### src/design/dbpm_pkg.sv
// ----------------------------------------------------------------------------
// dbpm_pkg
// Shared widths, command codes and register indexes of the decay background
// pattern mixer.
// ----------------------------------------------------------------------------
package dbpm_pkg;

  localparam int unsigned BINS      = 4096;
  localparam int unsigned IDX_W     = 12;
  localparam int unsigned SMP_W     = 16;
  localparam int unsigned SUM_W     = 28;
  localparam int unsigned FRAC_W    = 17;
  localparam int unsigned NUM_W     = FRAC_W + SUM_W;
  localparam int unsigned CFG_IDX_W = 3;
  localparam int unsigned CFG_W     = 24;

  localparam logic [FRAC_W-1:0] ONE_Q16 = 17'h10000;

  localparam logic [1:0] CMD_LOAD_PAT   = 2'd0;
  localparam logic [1:0] CMD_LOAD_DECAY = 2'd1;
  localparam logic [1:0] CMD_READ       = 2'd2;

  localparam logic [CFG_IDX_W-1:0] REG_MIX_FRACTION    = 3'd0;
  localparam logic [CFG_IDX_W-1:0] REG_CONSTANT_OFFSET = 3'd1;
  localparam logic [CFG_IDX_W-1:0] REG_WINDOW_START    = 3'd2;
  localparam logic [CFG_IDX_W-1:0] REG_WINDOW_STOP     = 3'd3;
  localparam logic [CFG_IDX_W-1:0] REG_CURVE_LENGTH    = 3'd4;
  localparam logic [CFG_IDX_W-1:0] REG_ENABLE          = 3'd5;

endpackage

### src/design/dbpm_div.sv
// ----------------------------------------------------------------------------
// dbpm_div
// Restoring divider, one quotient bit per cycle.
// ----------------------------------------------------------------------------
module dbpm_div (
  input  logic                         clk,
  input  logic                         rst_n,
  input  logic                         start,
  input  logic [dbpm_pkg::NUM_W-1:0]   numer,
  input  logic [dbpm_pkg::SUM_W-1:0]   denom,
  output logic                         done,
  output logic [dbpm_pkg::NUM_W-1:0]   quot
);
  import dbpm_pkg::*;

  logic               run_r;
  logic               done_r;
  logic [5:0]         cnt_r;
  logic [NUM_W-1:0]   quo_r;
  logic [SUM_W-1:0]   rem_r;
  logic [SUM_W-1:0]   den_r;
  logic [SUM_W:0]     rem_sh;
  logic [SUM_W:0]     diff;
  logic               ge;

  assign rem_sh = {rem_r, quo_r[NUM_W-1]};
  assign diff   = rem_sh - {1'b0, den_r};
  assign ge     = rem_sh >= {1'b0, den_r};

  always_ff @(posedge clk) begin
    done_r <= 1'b0;
    if (!rst_n) begin
      run_r <= 1'b0;
      cnt_r <= '0;
    end else if (start) begin
      run_r <= 1'b1;
      cnt_r <= 6'(NUM_W);
      quo_r <= numer;
      rem_r <= '0;
      den_r <= denom;
    end else if (run_r) begin
      rem_r <= ge ? diff[SUM_W-1:0] : rem_sh[SUM_W-1:0];
      quo_r <= {quo_r[NUM_W-2:0], ge};
      cnt_r <= cnt_r - 6'd1;
      if (cnt_r == 6'd1) begin
        run_r  <= 1'b0;
        done_r <= 1'b1;
      end
    end
  end

  assign done = done_r;
  assign quot = quo_r;

endmodule

### config.mk
export PLATFORM = sky130hd
export DESIGN_NAME = dbpm_div
export DESIGN_NICKNAME = d
export VERILOG_FILES = /design/src/design/dbpm_pkg.sv /design/src/design/dbpm_div.sv
export SDC_FILE = /design/constraint.sdc
export NUM_CORES = 1
export LEC_CHECK = 0
export ABC_CLOCK_PERIOD_IN_PS = 7550
export BUFFER_PORTS_ARGS = -buffer_cell sky130_fd_sc_hd__buf_2
export CELL_PAD_IN_SITES_DETAIL_PLACEMENT = 1
export CELL_PAD_IN_SITES_GLOBAL_PLACEMENT = 2
export CORE_MARGIN = 2
export CORE_UTILIZATION = 30
export DETAILED_ROUTE_END_ITERATION = 6
export PLACE_DENSITY_LB_ADDON = 0.1
export SYNTH_ARGS = -nofsm -noshare
export SYNTH_HDL_FRONTEND = slang
export SYNTH_SLANG_ARGS = --single-unit
### constraint.sdc
create_clock -name clk -period 7.55 [get_ports clk]
set_clock_uncertainty 0.2 [all_clocks]
set_input_delay 1.1325 -clock clk [delete_from_list [all_inputs] [get_ports clk]]
set_output_delay 1.1325 -clock clk [all_outputs]
set_load 0.02 [all_outputs]
After elaboration in Yosys (flattened, before gate mapping)

Index checks and enable logic that the tools add are counted.

Register bits after elaboration: 109
Bits in writable memories: 0
Bits in latches: 0
ROM bits: 0
Memories: 0
Word-level logic and storage cells: 28
Input port bits: 76

$lt $le $gt $ge: 1
$add $sub $neg: 2
Bitwise operators: 2
Shifts and indexed selects: 0
Muxes and demuxes: 10
Eq/ne operators: 1
Div/mod/pow operators: 0
$mul: 0
Reductions and logical operators: 5

Operators with widths:

| cell                                                               | number |
|---|---|
| 45-bit 2-to-1 mux                                                  | 2 |
| 28-bit 2-to-1 mux                                                  | 2 |
| 29-bit by 28-bit greater-or-equal comparator with 1-bit output     | 1 |
| 28-bit subtractor                                                  | 1 |
| 6-bit 2-to-1 mux                                                   | 2 |
| 6-bit by 1-bit == test with 1-bit output, second input constant    | 1 |
| 6-bit by 1-bit subtractor with 6-bit output, second input constant | 1 |
| 1-bit 2-to-1 mux                                                   | 4 |
| 2-bit AND reduction                                                | 2 |
| 3-bit OR reduction                                                 | 1 |
| 1-bit inverter                                                     | 2 |
| 2-bit nonzero test                                                 | 1 |
| 2-bit OR reduction                                                 | 1 |

Longest topological paths before layout

Word-level depth: 4
Mapped depth: 12
Depth with buffers taken out: 11

Worst setup path after synthesis

Ideal clock, no wire load.

Path type: input port to flip-flop
From: in start
To: reg quo_r[0], in the netlist quot[0], enable pin
Path buffers: 1
Data arrival time: 3.104 ns
Stages on the path: 2
Required time: 6.913 ns
Slack: 3.809 ns
Cells stage by stage: clkbuf_1 -> o21a_1

Cells in the longest elaborated chain, start to end: 2

Ends and longest elaborated chain:

| what                                 | line           | RTL |
|---|---|---|
| start, declared                      | dbpm_div.sv:8  | `input logic start,` |
| 2-bit nonzero test (no source line)  | --             |  |
| 2-bit AND reduction (no source line) | --             |  |
| end signal, assigned                 | dbpm_div.sv:38 | `quo_r <= numer;` |
| end signal, assigned                 | dbpm_div.sv:43 | `quo_r <= {quo_r[NUM_W-2:0], ge};` |
| end, declared                        | dbpm_div.sv:19 | `logic [NUM_W-1:0] quo_r;` |

Every way passes these cells.
A chain may end at the register's enable or synchronous reset.

Worst setup path in the final report

From: reg rem_r[5]
To: reg rem_r[22], data pin

Cells in the longest elaborated chain, start to end: 3
Elaborated cells on any way between the ends: 4

Ends and longest elaborated chain:

| what                                                                                                | line                           | RTL |
|---|---|---|
| start, declared                                                                                     | dbpm_div.sv:20                 | `logic [SUM_W-1:0] rem_r;` |
| start signal, assigned                                                                              | dbpm_div.sv:42                 | `rem_r <= ge ? diff[SUM_W-1:0] : rem_sh[SUM_W-1:0];` |
| 28-bit subtractor or 29-bit by 28-bit greater-or-equal comparator with 1-bit output (tied branches) | dbpm_div.sv:27, dbpm_div.sv:28 |  |
| 28-bit 2-to-1 mux *                                                                                 | dbpm_div.sv:42                 |  |
| 28-bit 2-to-1 mux *                                                                                 | dbpm_div.sv:41                 | `end else if (run_r) begin` |

Mark *: on every way between the ends. The rest lies on a longest branch, timed or not. The select of a mux whose other input is x is not followed.

==> impl_results.md <==
* Final core utilization at 0.369
* Worst path slowest cell: nor2_2
* Design Area, Final at 7230 um^2
* Yosys reg bits at 109
* Share of layout cells above drive strength 1 at 0.314
* Die ar. at 21300 um^2
* Fin crit period at 4.02 ns
* Final setup fails at 0
* Final Cycle Share at 0.533
* Initial antenna violation count at 2
* Combinational Power Share at 0.253
* Synth Instances at around 500
* Setup Buffers After CTS at 0
* Setup CP Type: flop to flop
* Synth top area share at 0.503
* Drt total wl at 15700 um
* I/O Buffers at roughly 120
* Commonest register cell after synthesis: edfxtp_1
* # Max-Cap Violations at 0
* Clk_lat worst skew at approximately 0.36 ns
* Fmax at 249 MHz
* Post-synth EDFFs at 101
* Die width at 146 um
* Clock sinks at roughly 110
* Total GRT Usage at 0.150
* Routed length per instance at 17.7 um
* Slowest stage delay, CP at 0.71 ns
* Worst Tran Pin Value at 1.08 ns
* Async SR Flop Fraction at 0
* Iteration-0 DRC count of the detailed router at 182
* H-tree Lvls at 3
* Largest area contributor in the netlist: edfxtp_1
* CP max FO at 19
* Clk pwr share at 0.305
* Post-Syn Nets at 608
* Reg clk slew, reported paths at 0.08 ns
* WP data arrival at 3.92 ns
* Outcome: completed
* Synth area leaders: edfxtp_1, mux2_2, ha_1
* Row cnt at 51
* Total CTS buffers at 9
* Nets at approximately 720
* Worst-path cell chain: ha_1, a211o_1, a21oi_1, nor2_1, o31ai_2, a211oi_2, nor2_2, buf_4, or2_1, o21ai_0
* Worst vdd ir at 102 uV
* Vias in the first global route at 4652
* Sw power at 0.511 mW
* Critical Path Source Type: flop
* Die H at 146 um
* Placed cells at 870
* Cell variety after synth at 59
* First-pass GRT wire length at 25400 um
* Pre-Repair DR Iteration Count at 4
* CP Capture Type: flop
* Pleak at about 3 nW
* Antenna Violating Nets Remaining at 0
* Slew HR at 0.278
* Total number of vias at 4291
* Sequential fraction of the synthesis area at 0.529
* Clock Path Buffers at 2
* Core area at 19600 um^2
* Setup TNS at 0 ns
* CTS tree: built
* Area Growth Syn to Fin at 19.9%
* Gpl congestion at 0.783
* Synth warn at 0
* Syn Area/Cell at 12.0 um^2
* DP HPWL at approximately 12000 um
* IO Pins at about 120
* Slew Viols, Final at 0
* Total gr overflow at 0
* CP required at 7.45 ns
* Starting Density at 0.308
* Int Power at 1.18 mW
* Post-Layout Cell Count at 887
* Post-Syn Area at around 6000 um^2
* Hold Vio Cnt, Final at 0
* Hold-fix buffers, CTS at 0
* Hold Worst Slack at 0.311 ns
* Pin count of the biggest net entering global routing at 75
* Drt drc at 0
* Pwr dens at 234 nW/um^2
* Placement Cell Area at 6910 um^2
* Switching Fraction at 0.301
* Via-per-instance ratio at 4.84
* Hold Path Class: flop to flop
* RSZ-0062 raised after global routing: no
* Reg power frac at 0.443
* Clock Root Buffer: clkbuf_16
* Post-CTS Resized at 0
* Fill cell count at between 2000 and 2500
==> final cells by class <==
cell class,instances,area (um^2),area share
multi-input cells,332,2600,0.360
repair buffers,124,628,0.0869
clock inverters,3,28.8,0.00398
clock buffers,13,293,0.0405
flip-flops and latches,109,3190,0.442
inverters,40,150,0.0208
diodes,1,2.50,0.000346
well taps,265,332,0.0459
==> layout by cell type (no fill, tap or decap), types with 3 or more instances in the layout <==
master and count:
o21a_1 11, edfxtp_1 101, nand3b_1 4, nand2_1 18, a21o_1 16, nor2_1 37
a211oi_1 7, mux2_2 44, buf_2 121, o21ai_0 14, clkbuf_16 11, nor3_1 8
nor2b_1 5, o21bai_1 5, inv_1 40, a31oi_1 4, ha_1 30, a21oi_1 24
xor2_1 13, mux2i_1 20, xnor2_1 15, dfxtp_1 8, nand3_1 6, and3_1 5
nand4_1 5, buf_4 3
==> Yosys cell counts, types with 3 or more instances <==
library cell  count
inv_1            40
a211oi_1          7
nand4_1           5
nand2_1          18
nor3_1            8
a21oi_1          24
nand3_1           6
a21o_1           16
a31oi_1           4
nor2b_1           5
nor2_1           37
mux2_2           44
mux2i_1          20
edfxtp_1        101
o21bai_1          5
clkbuf_1         12
ha_1             30
nand3b_1          4
xor2_1           13
o21a_1           12
and3_1            5
dfxtp_1           8
o21ai_0          14
buf_1             3
xnor2_1          15
==> flip-flops by register name (all words and copies together), names as in the netlist <==
register  cells
quot         45
den_r        28
rem_r        28
cnt_r         6
done          1
run_r         1
==> power by group through the flow <==
stage	Clock (mW)	Combinational [mW]	Sequential [mW]
final	0.516	0.428	0.750
after global routing	0.558	0.478	0.757
after CTS	0.537	0.435	0.752
after detailed placement	0	0.433	0.764
after global placement	0	0.429	0.763
after floorplan	0	0.296	0.777
==> metal layers <==
metal | track usage | up-vias | part of all wire
met1 | 0.190 | 2088 | 0.46
met5 | 0 | - | 0.0010
met4 | 0.0338 | 2 | 0.0085
li1 | - | 2076 | -
met2 | 0.241 | 113 | 0.45
met3 | 0.0602 | 12 | 0.080
==> logic make-up after synthesis <==
logic type,synth area share
buffers and inverters,0.0402
muxes,0.118
DFF,0.529
adders and majority gates,0.0656
xor gates and xnor gates,0.0407
AOI/OAI and AO/OA,0.117
and+or+nand+nor,0.0896
==> final timing paths <==
path,startpoint,end,slack [ns],cells after the start
max,rem_r[5],rem_r[22],3.53,10
min,cnt_r[1],cnt_r[1],0.31,2
max reg2reg,rem_r[5],rem_r[22],3.53,10
min reg2reg,cnt_r[1],cnt_r[1],0.31,2
==> critical path: cells and delay by family, from the launching register on <==
kind / cells / cell delay, ns
AO/OA/AOI/OAI: 5 / 1.29
adder cells (fa/ha/maj): 1 / 0.40
buffers and inverters: 1 / 0.44
flip-flops: 1 / 0.40
AND/OR/NAND/NOR: 3 / 1.03
==> metrics by stage <==
stage | worst slack, ns | power [mW]
after CTS | 3.47 | 1.72
after global routing | 3.18 | 1.79
after global placement | 3.67 | 1.19
after detailed placement | 3.49 | 1.20
after floorplan | 3.81 | 1.07
final | 3.53 | 1.69
No activity file was read; power rests on OpenSTA's default activity.
